$ cat src/dnm_pkg.sv
package dnm_pkg;

  localparam int unsigned OperandW = 16;
  localparam int unsigned ProdW    = 2 * OperandW;
  localparam int unsigned AccW     = 48;
  localparam int unsigned FracBits = 8;
  localparam int unsigned ResultW  = 32;
  localparam int unsigned RoundW   = AccW - FracBits;

  localparam logic [ResultW-1:0] ReluMax  = ResultW'(32767);
  localparam logic [ResultW-1:0] LogitMax = {1'b0, {(ResultW-1){1'b1}}};
  localparam logic [ResultW-1:0] LogitMin = {1'b1, {(ResultW-1){1'b0}}};
  localparam logic               ReluEnableReset = 1'b1;

  typedef logic signed [OperandW-1:0] operand_t;
  typedef logic signed [AccW-1:0]     acc_t;

  // product stage payload handed to the accumulator
  typedef struct packed {
    logic signed [ProdW-1:0] prod;
    operand_t                bias;
    logic                    first;
    logic                    last;
  } prod_t;

endpackage

$ cat src/dnm_if.sv
interface dnm_in_if;
  logic                valid;
  logic                ready;
  dnm_pkg::operand_t   activation;
  dnm_pkg::operand_t   weight;
  dnm_pkg::operand_t   bias;
  logic                first;
  logic                last;

  modport source (output valid, activation, weight, bias, first, last, input ready);
  modport sink   (input valid, activation, weight, bias, first, last, output ready);
endinterface

interface dnm_out_if;
  logic                                valid;
  logic                                ready;
  logic signed [dnm_pkg::ResultW-1:0] neuron_value;

  modport source (output valid, neuron_value, input ready);
  modport sink   (input valid, neuron_value, output ready);
endinterface

$ cat src/dnm_mul_stage.sv
module dnm_mul_stage (
  input  logic           clk_i,
  input  logic           rst_ni,
  dnm_in_if.sink         in_i,
  output logic           valid_o,
  input  logic           ready_i,
  output dnm_pkg::prod_t prod_o
);

  dnm_pkg::operand_t act_q, wgt_q, bias_q;
  logic              first_q, last_q, va_q;
  dnm_pkg::prod_t    prod_q, prod_d;
  logic              vb_q;
  logic              en_a, en_b;

  assign en_b       = !vb_q || ready_i;
  assign en_a       = !va_q || en_b;
  assign in_i.ready = en_a;

  always_comb begin
    prod_d.prod  = act_q * wgt_q;
    prod_d.bias  = bias_q;
    prod_d.first = first_q;
    prod_d.last  = last_q;
  end

  always_ff @(posedge clk_i or negedge rst_ni) begin
    if (!rst_ni) begin
      va_q <= 1'b0;
      vb_q <= 1'b0;
    end else begin
      if (en_a) va_q <= in_i.valid;
      if (en_b) vb_q <= va_q;
    end
  end

  always_ff @(posedge clk_i) begin
    if (en_a && in_i.valid) begin
      act_q   <= in_i.activation;
      wgt_q   <= in_i.weight;
      bias_q  <= in_i.bias;
      first_q <= in_i.first;
      last_q  <= in_i.last;
    end
    if (en_b && va_q) prod_q <= prod_d;
  end

  assign valid_o = vb_q;
  assign prod_o  = prod_q;

endmodule

$ cat src/dnm_acc_stage.sv
module dnm_acc_stage (
  input  logic           clk_i,
  input  logic           rst_ni,
  input  logic           valid_i,
  output logic           ready_o,
  input  dnm_pkg::prod_t prod_i,
  output logic           valid_o,
  input  logic           ready_i,
  output dnm_pkg::acc_t  acc_o
);

  dnm_pkg::acc_t acc_q, acc_d, base;
  logic          emit_q, en;

  assign en      = !emit_q || ready_i;
  assign ready_o = en;

  always_comb begin
    // first item reloads with bias in q32.16
    base  = prod_i.first
          ? {{(dnm_pkg::AccW - dnm_pkg::OperandW - dnm_pkg::FracBits){prod_i.bias[dnm_pkg::OperandW-1]}},
             prod_i.bias, {dnm_pkg::FracBits{1'b0}}}
          : acc_q;
    acc_d = base + {{(dnm_pkg::AccW - dnm_pkg::ProdW){prod_i.prod[dnm_pkg::ProdW-1]}}, prod_i.prod};
  end

  always_ff @(posedge clk_i or negedge rst_ni) begin
    if (!rst_ni) begin
      acc_q  <= '0;
      emit_q <= 1'b0;
    end else if (en) begin
      emit_q <= valid_i && prod_i.last;
      if (valid_i) acc_q <= acc_d;
    end
  end

  assign valid_o = emit_q;
  assign acc_o   = acc_q;

endmodule

$ cat src/dnm_round_stage.sv
module dnm_round_stage (
  input  logic          clk_i,
  input  logic          rst_ni,
  input  logic          relu_en_i,
  input  logic          valid_i,
  output logic          ready_o,
  input  dnm_pkg::acc_t acc_i,
  dnm_out_if.source     out_o
);

  logic [dnm_pkg::AccW-1:0]    mag_q, mag_d, rnd;
  logic                        neg_q, vd_q, ve_q;
  logic [dnm_pkg::RoundW-1:0]  r;
  logic [dnm_pkg::ResultW-1:0] res_d, res_q;
  logic                        en_d, en_e;

  assign en_e    = !ve_q || out_o.ready;
  assign en_d    = !vd_q || en_e;
  assign ready_o = en_d;

  // magnitude of the q32.16 sum
  assign mag_d = acc_i[dnm_pkg::AccW-1] ? (~acc_i + 1'b1) : acc_i;

  always_comb begin
    rnd = mag_q + dnm_pkg::AccW'(1 << (dnm_pkg::FracBits - 1));
    r   = rnd[dnm_pkg::AccW-1:dnm_pkg::FracBits];
    if (relu_en_i) begin
      if (neg_q) res_d = '0;
      else if (r > dnm_pkg::RoundW'(dnm_pkg::ReluMax)) res_d = dnm_pkg::ReluMax;
      else res_d = r[dnm_pkg::ResultW-1:0];
    end else if (!neg_q) begin
      if (r > dnm_pkg::RoundW'(dnm_pkg::LogitMax)) res_d = dnm_pkg::LogitMax;
      else res_d = r[dnm_pkg::ResultW-1:0];
    end else begin
      if (r > dnm_pkg::RoundW'(dnm_pkg::LogitMin)) res_d = dnm_pkg::LogitMin;
      else res_d = ~r[dnm_pkg::ResultW-1:0] + 1'b1;
    end
  end

  always_ff @(posedge clk_i or negedge rst_ni) begin
    if (!rst_ni) begin
      vd_q <= 1'b0;
      ve_q <= 1'b0;
    end else begin
      if (en_d) vd_q <= valid_i;
      if (en_e) ve_q <= vd_q;
    end
  end

  always_ff @(posedge clk_i) begin
    if (en_d && valid_i) begin
      mag_q <= mag_d;
      neg_q <= acc_i[dnm_pkg::AccW-1];
    end
    if (en_e && vd_q) res_q <= res_d;
  end

  assign out_o.valid        = ve_q;
  assign out_o.neuron_value = res_q;

endmodule

$ cat src/dense_neuron_mac_q8_8.sv
// dense-layer neuron engine in signed q8.8: stream activation/weight pairs, mark the
// first pair of a neuron (bias loaded) and the last pair (result produced). one pair
// is taken every cycle, back to back, across neuron boundaries, unless the pipeline
// is full behind a stalled result; after the edge that takes its last pair, a result
// moves through the register stages after the input register (product, accumulator,
// magnitude, rounded output). every stage has its own valid bit and stalls only when
// the stage after it is full, so a waiting result does not block new pairs until the
// pipeline has filled. relu_enable is written through cfg_we_i/cfg_wdata_i and must
// only change while nothing is in flight.
module dense_neuron_mac_q8_8 (
  input  logic      clk_i,
  input  logic      rst_ni,
  input  logic      cfg_we_i,
  input  logic      cfg_wdata_i,
  dnm_in_if.sink    in_i,
  dnm_out_if.source out_o
);

  // mode register, relu on after reset
  logic relu_en_q;

  // product stage to accumulator
  logic           prod_valid, prod_ready;
  dnm_pkg::prod_t prod;

  // accumulator to rounding, only last items travel on
  logic          acc_valid, acc_ready;
  dnm_pkg::acc_t acc;

  always_ff @(posedge clk_i or negedge rst_ni) begin
    if (!rst_ni) begin
      relu_en_q <= dnm_pkg::ReluEnableReset;
    end else if (cfg_we_i) begin
      relu_en_q <= cfg_wdata_i;
    end
  end

  // input register and 16x16 signed multiply
  dnm_mul_stage u_mul (
    .clk_i   (clk_i),
    .rst_ni  (rst_ni),
    .in_i    (in_i),
    .valid_o (prod_valid),
    .ready_i (prod_ready),
    .prod_o  (prod)
  );

  // 48-bit q32.16 running sum, reloaded on a first item
  dnm_acc_stage u_acc (
    .clk_i   (clk_i),
    .rst_ni  (rst_ni),
    .valid_i (prod_valid),
    .ready_o (prod_ready),
    .prod_i  (prod),
    .valid_o (acc_valid),
    .ready_i (acc_ready),
    .acc_o   (acc)
  );

  // round half away from zero, then relu clamp or 32-bit saturation
  dnm_round_stage u_round (
    .clk_i     (clk_i),
    .rst_ni    (rst_ni),
    .relu_en_i (relu_en_q),
    .valid_i   (acc_valid),
    .ready_o   (acc_ready),
    .acc_i     (acc),
    .out_o     (out_o)
  );

endmodule

$ cat src/flat_wrapper.sv
// flat-port wrapper written by rule: the top's interface ports become plain ports
module dense_neuron_mac_q8_8_flat 
  (clk_i, rst_ni, cfg_we_i, cfg_wdata_i, in_i_valid, in_i_activation, in_i_weight, in_i_bias, in_i_first, in_i_last, in_i_ready, out_o_valid, out_o_neuron_value, out_o_ready);
  dnm_in_if in_i_i ();
  dnm_out_if out_o_i ();
  input  logic clk_i;
  input  logic rst_ni;
  input  logic cfg_we_i;
  input  logic cfg_wdata_i;
  input wire logic [$bits(in_i_i.valid)-1:0] in_i_valid;
  input wire logic [$bits(in_i_i.activation)-1:0] in_i_activation;
  input wire logic [$bits(in_i_i.weight)-1:0] in_i_weight;
  input wire logic [$bits(in_i_i.bias)-1:0] in_i_bias;
  input wire logic [$bits(in_i_i.first)-1:0] in_i_first;
  input wire logic [$bits(in_i_i.last)-1:0] in_i_last;
  output wire logic [$bits(in_i_i.ready)-1:0] in_i_ready;
  output wire logic [$bits(out_o_i.valid)-1:0] out_o_valid;
  output wire logic [$bits(out_o_i.neuron_value)-1:0] out_o_neuron_value;
  input wire logic [$bits(out_o_i.ready)-1:0] out_o_ready;
  assign in_i_i.valid = in_i_valid;
  assign in_i_i.activation = in_i_activation;
  assign in_i_i.weight = in_i_weight;
  assign in_i_i.bias = in_i_bias;
  assign in_i_i.first = in_i_first;
  assign in_i_i.last = in_i_last;
  assign in_i_ready = in_i_i.ready;
  assign out_o_valid = out_o_i.valid;
  assign out_o_neuron_value = out_o_i.neuron_value;
  assign out_o_i.ready = out_o_ready;
  dense_neuron_mac_q8_8 u_core (.clk_i(clk_i), .rst_ni(rst_ni), .cfg_we_i(cfg_we_i), .cfg_wdata_i(cfg_wdata_i), .in_i(in_i_i), .out_o(out_o_i));
endmodule
$ cat config.mk
export PLATFORM = sky130hd
export DESIGN_NAME = dense_neuron_mac_q8_8_flat
export DESIGN_NICKNAME = d
export VERILOG_FILES = /design/src/dnm_pkg.sv /design/src/dnm_if.sv /design/src/dnm_mul_stage.sv /design/src/dnm_acc_stage.sv /design/src/dnm_round_stage.sv /design/src/dense_neuron_mac_q8_8.sv /design/src/flat_wrapper.sv
export SDC_FILE = /design/constraint.sdc
export NUM_CORES = 1
export LEC_CHECK = 0
export ABC_AREA = 1
export BUFFER_PORTS_ARGS = -buffer_cell sky130_fd_sc_hd__buf_2
export CORE_ASPECT_RATIO = 1.4
export CORE_MARGIN = 2
export CORE_UTILIZATION = 30
export CTS_CLUSTER_SIZE = 24
export DETAILED_ROUTE_END_ITERATION = 16
export SLEW_MARGIN = 20
export SYNTH_ARGS = -nofsm -noshare
export SYNTH_HDL_FRONTEND = slang
export SYNTH_SLANG_ARGS = --single-unit
$ cat constraint.sdc
create_clock -name clk_i -period 5.65 [get_ports clk_i]
set_clock_uncertainty 0.2 [all_clocks]
set_input_delay 0.2825 -clock clk_i [delete_from_list [all_inputs] [get_ports clk_i]]
set_output_delay 0.2825 -clock clk_i [all_outputs]
set_load 0.02 [all_outputs]
[Yosys cells after proc, flatten, opt, wreduce, memory -nomap -nowiden]
Index checks and enable logic that the tools add are counted.
Operators by class
  $add $sub $neg: 4
  $mul: 1
  div/mod/pow operators: 0
  $lt $le $gt $ge: 3
  equality and inequality tests: 0
  shift operators: 0
  mux-type cells: 8
  bitwise gates (word level): 2
  reduce and logical (&&, ||, !) cells: 16
Operators by type and width (count)
  32-bit two-way mux: 6
  48-bit by 1-bit adder with 48-bit output (second input constant): 1
  48-bit adder: 1
  48-bit by 8-bit adder with 48-bit output (second input constant): 1
  48-bit two-way mux: 1
  48-bit inverter: 1
  47-bit two-way mux: 1
  40-bit by 15-bit > comparator with 1-bit output (second input constant): 1
  40-bit by 31-bit > comparator with 1-bit output (second input constant): 1
  40-bit by 32-bit > comparator with 1-bit output (second input constant): 1
  32-bit by 1-bit adder with 32-bit output (second input constant): 1
  16-bit by 16-bit multiplier with 32-bit output: 1
  32-bit inverter: 1
  1-bit logical AND: 5
  1-bit logical NOT: 5
  1-bit logical OR: 5
  2-bit AND reduction: 1
Word-level totals
  register bits: 235
  latch bits: 0
  memory bits (writable): 0
  memory bits (read-only): 0
  output and inout port bits: 34
  memories kept: 0

[Depth between registers and ports, before layout]
Gate-level depths: netlist of run 1.
  depth in word-level cells: 7
  depth in mapped cells: 27
  depth with buffers taken out: 25

[Hierarchy]
From an unflattened synthesis of run 1, not the netlist that was laid out.
Unflattened totals
  cells, all modules: 3722
  area total of the unflattened synthesis: 27069.7 µm²
Modules (own cells, without submodules)
  dnm_mul_stage: instances 1, cells an instance 1608, area an instance 14018.4 µm², seq. area each 3052.9 µm²
  dnm_acc_stage: instances 1, cells an instance 1161, area an instance 6535.0 µm², seq. area each 1226.2 µm²
  dnm_round_stage: instances 1, cells an instance 948, area an instance 6475.0 µm², seq. area each 2272.2 µm²
  dense_neuron_mac_q8_8: instances 1, cells an instance 5, area an instance 41.3 µm², seq. area each 26.3 µm²

[Worst setup path after synthesis of run 1]
OpenSTA, ideal clock, no wires.
  kind: register -> register
  start: register u_core.u_mul.wgt_q[5]
  end: register u_core.u_mul.prod_q (netlist bit u_core.u_mul.prod_o[48]) (data pin)
  arrival: 5.813 ns
  data required time: 5.185 ns
  setup slack: -0.628 ns
  stages on the path, launching flop included: 20
  buffers on the path: 2
  clock period less this slack: 6.278 ns
  path through: edfxtp_1 > clkbuf_1 > clkbuf_1 > nand2_1 > fa_1 > inv_1 > fa_1 > fa_1 > fa_1 > fa_1 > inv_1 > fa_1 > inv_1 > ha_1 > a21oi_1 > o21ai_0 > a21o_1 > a21boi_0 > o21ai_0 > xor2_1
RTL lines
  start, declared: line dnm_mul_stage.sv:10  | dnm_pkg::operand_t act_q, wgt_q, bias_q;
  start signal, assigned: line dnm_mul_stage.sv:40  | wgt_q <= in_i.weight;
  end signal, assigned: line dnm_mul_stage.sv:45  | if (en_b && va_q) prod_q <= prod_d;
  end, declared: line dnm_mul_stage.sv:12  | dnm_pkg::prod_t prod_q, prod_d;

==> impl_results.md, run 1 <==
- Number of flops mapped to enable cells by yosys: 174
- Slew margin rel.: 47.5%
- Most frequent cells in the layout: 717 x nand2_1, 650 x inv_1, 251 x fa_1
- Most common cell after layout, fill and taps aside: nand2_1
- R2r endpoint: u_core.u_mul.prod_o[49]
- TritonCTS clock tree: done
- Setup TNS: -1.33 ns
- Clk sink count: 228
- Core area: 81,900 sq um
- TritonCTS buffer count: 28
- Final Slew Violations: 0
- Failing checks: negative setup slack
- Slowest stage delay, CP: 0.55 ns
- Dpl hpwl: 55.2 mm
- Synthesized instance count: 3,162
- Share of post-route cells with drive strength above 1: 15.3%
- Maximum fanout along the worst path: 3
- Combinational family with the most area after synthesis: adder cells
- Simple-gate share of the synthesized area: 21.6%
- Cell breakdown of the critical path: clkinvlp_4 > buf_4 > or2_2 > fa_1 > inv_1 > fa_1 > inv_1 > fa_1 > inv_1 > fa_1 > fa_1 > inv_1 > fa_1 > inv_1 > ha_4 > nand2_2 > nor3_4 > nor3b_4 > nand4_1 > nand2_1 > xor2_1
- Largest net degree at the start of global routing: 59
- Die Y: 344 microns
- CTS H-tree depth: 1
- Vias in the first global route: 21,949
- Post-Synth Adder-Cell Area: 27.8%
- Tightest Hold Check Type: input port to asynchronous set/reset pin
- Worst-Margin Slew: 0.788 ns
- Cell variety after synth: 51
- Drt drc: 0
- CP Buf/Inv Count: 7
- Critical Path End Type: flip-flop
- Cell mode on critical path: fa_1
- Grt ovf: 0
- Register-to-Register Path Depth: 21
- First-pass GRT wire length: 109 mm
- WP data required: 5.78 ns
- Root Buffer: clkbuf_16
- Fin nets: 3,894
- Port Buffer Count: 89
- Slowest-stage cell, CP: fa_1
- Ys Warns: 0
- Post-Place Setup Slack: -0.443 ns
- Initial DRC count: 880
- Yosys reg bits: 228
- Critical path class: flip-flop to flip-flop
- Worst-skew pair later-pin latency: 0.59 ns
- Wire per inst: 14.5 microns
- Clk slew on worst S/H paths: 0.06 ns
- Max clock buf depth: 3
- Area delta synth->final: 20.9%
- Critical Path AT: 5.99 ns
- Final hold vios: 0
- DR pass1 iterations: 5
- Diodes inserted: 0
- Achievable frequency: 0.171 GHz
- Max Cap Viol: 0
- Final setup viols: 10
- Syn Nets: 3,613
- Async S/R FF share, synth: 23.7%
- Syn Area/Cell: 7.86 sq um
- RSZ-0062 raised after global routing: yes
- Die W: 247 microns
- Mux cell area share after synthesis: 0.0453%
- Vias per Instance: 4.51
- Total I/O pin count: 90
- CP top delay family: adder cells
- Final period util: 104%
- Nature of the critical path startpoint: flip-flop
- Mapped Area: 24,800 sq um
- Sequential area share after synthesis: 26.5%
- Compound-Gate Fraction of Synth Area: 8.25%
- Global-route usage over all layers: 16.0%
- Initial antenna violation count: 0
- Routed Wire Length: 65.9 mm
- Vias: 20,476
- Flop2flop setup slack: -0.21 ns
- XOR/XNOR share of the synthesized area: 3.91%
- Top FF cell, synth: edfxtp_1
- Row Count: 124
- Outcome: complete, but fails checks
- Setup ws final: -0.210 ns
- Worst R2R Start: u_core.u_mul.wgt_q[15]
- Die area: 85,200 sq um
- Placer Congestion: 0.906
- Tmin final: 5.86 ns
- Initial core utilization: 30.3%
- ANT nets after route: 0
==> cell usage after synthesis (2+ instances only) <==
| master | count | area, sq um |
|---|---|---|
| xnor2_1 | 36 | 315 |
| o21ai_1 | 17 | 85.1 |
| buf_4 | 2 | 15.0 |
| inv_1 | 676 | 2540 |
| and2_1 | 4 | 25.0 |
| buf_2 | 5 | 25.0 |
| a21oi_2 | 2 | 17.5 |
| clkbuf_1 | 85 | 319 |
| a31oi_1 | 16 | 100 |
| nand3b_1 | 5 | 37.5 |
| o21bai_1 | 11 | 82.6 |
| a211oi_1 | 2 | 15.0 |
| o21a_1 | 13 | 97.6 |
| nor2_2 | 14 | 87.6 |
| a21boi_0 | 5 | 37.5 |
| o31ai_1 | 3 | 22.5 |
| xor2_1 | 75 | 657 |
| buf_1 | 2 | 7.51 |
| o21ai_0 | 163 | 816 |
| inv_2 | 5 | 18.8 |
| nand4_1 | 36 | 225 |
| nor2_1 | 254 | 953 |
| nor4_1 | 10 | 62.6 |
| buf_6 | 2 | 22.5 |
| nor2_4 | 7 | 78.8 |
| nand3_2 | 11 | 110 |
| nand2_2 | 8 | 50.1 |
| nand3_1 | 129 | 646 |
| and3_1 | 4 | 25.0 |
| ha_1 | 132 | 1650 |
| a21o_1 | 7 | 52.6 |
| nor3_1 | 23 | 115 |
| dfrtp_1 | 53 | 1330 |
| nand2_1 | 735 | 2760 |
| or2_2 | 21 | 131 |
| clkinv_1 | 4 | 15.0 |
| o211ai_1 | 3 | 22.5 |
| edfxtp_1 | 174 | 5230 |
| fa_1 | 263 | 5270 |
| a21oi_1 | 133 | 666 |
| nor3b_1 | 2 | 15.0 |
==> cell type report <==
type                            instances  area (sq um)
Fill cell                            8554         51900
Multi-Input combinational cell       2153         15900
Sequential cell                       228          6580
Timing Repair Buffer                  347          2770
Inverter                              685          2580
Tap cell                             1071          1340
Clock buffer                           38           779
Clock inverter                         14          90.1
==> worst register-to-register path, stage by stage (launching register included) <==
cell,delay (ns)
edfxtp_1,0.37
clkinvlp_4,0.13
buf_4,0.15
or2_2,0.30
fa_1,0.54
inv_1,0.05
fa_1,0.51
inv_1,0.06
fa_1,0.53
inv_1,0.06
fa_1,0.51
fa_1,0.55
inv_1,0.06
fa_1,0.53
inv_1,0.06
ha_4,0.27
nand2_2,0.07
nor3_4,0.18
nor3b_4,0.25
nand4_1,0.10
nand2_1,0.09
xor2_1,0.06
==> metrics by stage <==
stage	utilization, %	instances	hold slack (ns)	cell area (sq um)
after floorplan	-	3162	-0.213	25400
after global placement	34.4	4408	0.205	28200
after detailed placement	34.4	4408	0.205	28200
after CTS	36.5	4533	0.172	29900
after global routing	36.7	4536	0.177	30000
final	36.7	4536	0.190	30000
==> how the worst max path moves through the flow <==
| stage | slack (ns) | cells after the start | start | to |
|---|---|---|---|---|
| finish | -0.21 | 21 | u_core.u_mul.wgt_q[15] | u_core.u_mul.prod_o[49] |
| global route | -0.47 | 21 | u_core.u_mul.wgt_q[15] | u_core.u_mul.prod_o[49] |
| CTS | -0.21 | 21 | u_core.u_mul.act_q[15] | u_core.u_mul.prod_o[49] |
| detailed placement | -0.44 | 18 | u_core.u_mul.act_q[15] | u_core.u_mul.prod_o[49] |
| global placement | -0.36 | 21 | u_core.u_mul.wgt_q[15] | u_core.u_mul.prod_o[49] |
| floorplan | -0.004 | 23 | u_core.u_mul.wgt_q[4] | u_core.u_mul.prod_o[48] |
==> cells by family after synthesis <==
logic type,count (synthesis)
muxes,1
xor gates and xnor gates,111
DFF,228
AOI/OAI and AO/OA,379
buffers and inverters,781
and+or+nand+nor,1267
adders and majority gates,395
==> registers in the layout (all words and copies together) (netlist names) <==
register                           cells
u_core.u_mul.prod_o                   50
u_core.u_round.mag_q                  41
u_core.u_mul.first_q                   1
u_core.u_mul.act_q                    16
u_core.u_round.out_o.neuron_value     32
u_core.u_mul.bias_q                   16
u_core.u_mul.valid_o                   1
u_core.u_mul.wgt_q                    16
u_core.u_round.vd_q                    1
u_core.u_mul.va_q                      1
u_core.u_acc.acc_o                    48
u_core.u_round.neg_q                   1
u_core.relu_en_q                       1
u_core.u_round.out_o.valid             1
u_core.u_mul.last_q                    1
u_core.u_acc.valid_o                   1
==> metal layers <==
layer	global-route usage [%]	vias up	wire length (microns)
li1	-	10344	-
met1	16.7	9630	25400
met2	32.0	356	35600
met3	1.46	146	1760
met4	6.71	0	3070
met5	0	-	0
==> repair_timing <==
action                                  CTS  global route
endpoints found under the hold margin   107             0
pin swaps                                42            12
resized for setup                        42            36
endpoints found under the setup margin   14            19
hold buffers                             55             0
setup buffers                            18             3
Power of run 1 is not shown: default switching activity piles up to over one toggle a cycle in this logic, so the estimate is an artifact.
==> run 2: changes to the inputs <==
CTS_BUF_LIST = sky130_fd_sc_hd__clkbuf_2   (was default)
==> impl_results.md, run 2 (synthesized netlist as in run 1, its figures left out) <==
- Outcome: complete, but fails checks
- Failing checks: negative setup slack
- Setup TNS: -1.66 ns
- Final hold vios: 0
- Critical path class: flip-flop to flip-flop
- Final setup viols: 12
- Routed Wire Length: 67.2 mm
- Total I/O pin count: 90
- Maximum fanout along the worst path: 6
- Die Y: 344 microns
- Initial DRC count: 913
- First-pass GRT wire length: 110 mm
- Critical Path AT: 6.41 ns
- Die W: 247 microns
- Grt ovf: 0
- Dpl hpwl: 55.2 mm
- Tmin final: 5.87 ns
- Setup ws final: -0.220 ns
- Most common cell after layout, fill and taps aside: nand2_1
- Root Buffer: clkbuf_2
- R2r endpoint: u_core.u_mul.prod_o[46]
- Core area: 81,900 sq um
- Flop2flop setup slack: -0.22 ns
- Clk sink count: 228
- Port Buffer Count: 89
- Max reg flops: 50
- Max clock buf depth: 3
- Post-Place Setup Slack: -0.443 ns
- Tightest Hold Check Type: flip-flop to flip-flop
- Final period util: 104%
- Clk slew on worst S/H paths: 0.09 ns
- DR pass1 iterations: 5
- Min-Delay Endpoint: u_core.u_mul.prod_o[9]
- Vias in the first global route: 22,579
- Slew margin rel.: 46.4%
- Worst hold start: u_core.u_mul.bias_q[7]
- CTS H-tree depth: 3
- Largest net degree at the start of global routing: 59
- Final Slew Violations: 0
- Nature of the critical path startpoint: flip-flop
- TritonCTS buffer count: 66
- Vias: 20,967
- Worst-Margin Slew: 0.804 ns
- ANT nets after route: 0
- Most frequent cells in the layout: 721 x nand2_1, 657 x inv_1, 248 x fa_1
- RSZ-0062 raised after global routing: yes
- Max Cap Viol: 0
- Hold depth: 0
- Register-to-Register Path Depth: 22
- Initial antenna violation count: 3
- Global-route usage over all layers: 16.4%
- Row Count: 124
- Number of fill cells: 8,597
- Worst-skew pair later-pin latency: 1.03 ns
- Placed Area: 28,200 sq um
- Achievable frequency: 0.170 GHz
- WP data required: 6.19 ns
- Critical Path End Type: flip-flop
- Wire per inst: 14.4 microns
- Area delta synth->final: 22.0%
- Die area: 85,200 sq um
- Cell area after layout: 30,300 sq um
- Fin nets: 3,983
- Initial core utilization: 30.3%
- Drt drc: 0
- Placer Congestion: 0.906
- Share of post-route cells with drive strength above 1: 16.2%
- TritonCTS clock tree: done
- Worst R2R Start: u_core.u_mul.wgt_q[3]
- Vias per Instance: 4.50
[run 2: changes by cell type in the layout (fill, tap and decap cells not counted), moves of 7 or more]
cell,delta
clkbuf_1,-7
clkbuf_16,-29
clkbuf_2,+94
clkinv_1,+7
diode_2,+7
dlygate4sd3_1,+56
inv_1,+7
[run 2: area by class of cell]
type                       instances  area [sq um]  area share, %
clock inverter                    20           165          0.545
multi-input combinational       2153         15900           52.4
antenna                            7          17.5         0.0578
tap                             1071          1340           4.42
timing repair buffer             398          3300           10.9
inverter                         685          2570           8.49
clock buffer                      94           470           1.55
sequential                       228          6580           21.7
[run 2: worst max-delay path, cell delays in order, from the launching register on]
cell and delay (ns):
edfxtp_1 0.42, buf_6 0.16, nand2_1 0.05, inv_1 0.06, fa_1 0.53, inv_1 0.05, fa_1 0.48, inv_1 0.05
fa_1 0.53, inv_1 0.07, fa_1 0.56, fa_1 0.45, fa_1 0.56, inv_2 0.05, ha_4 0.23, a21oi_2 0.14
o21ai_1 0.12, a21oi_2 0.15, nand3_2 0.11, a21o_1 0.20, a21boi_2 0.17, o21ai_1 0.09, xor2_1 0.16
[run 2: timing repair]
| action | in CTS | in global routing |
|---|---|---|
| resized for setup | 39 | 22 |
| pin swaps | 26 | 6 |
| setup endpoints to repair | 15 | 20 |
| buffers inserted | 13 | 3 |
| hold buffers | 111 | 0 |
| endpoints found under the hold margin | 206 | 0 |
[run 2: metal layers]
| metal | up-vias | routed length, microns | global-route usage [%] |
|---|---|---|---|
| li1 | 10563 | - | - |
| met1 | 9828 | 25700 | 16.8 |
| met2 | 409 | 36200 | 32.3 |
| met3 | 165 | 2050 | 2.17 |
| met4 | 2 | 3220 | 8.10 |
| met5 | - | 13 | 0 |
[run 2: worst max path at each step]
stage	from	cells after the start	end
2_1_floorplan	u_core.u_mul.wgt_q[4]	23	u_core.u_mul.prod_o[48]
3_3_place_gp	u_core.u_mul.wgt_q[15]	21	u_core.u_mul.prod_o[49]
3_5_place_dp	u_core.u_mul.act_q[15]	18	u_core.u_mul.prod_o[49]
4_1_cts	u_core.u_mul.wgt_q[6]	20	u_core.u_mul.prod_o[49]
5_1_grt	u_core.u_mul.wgt_q[15]	22	u_core.u_mul.prod_o[48]
6_report	u_core.u_mul.wgt_q[3]	22	u_core.u_mul.prod_o[46]
[run 2: through the flow]
step           util (%)  instances  hold slack [ns]
5_1_grt            37.0       4656            0.176
6_report           37.0       4656            0.225
3_3_place_gp       34.4       4408            0.205
2_1_floorplan         -       3162           -0.213
4_1_cts            36.8       4646            0.146
3_5_place_dp       34.4       4408            0.205
Power of run 2 is left out for the same reason.
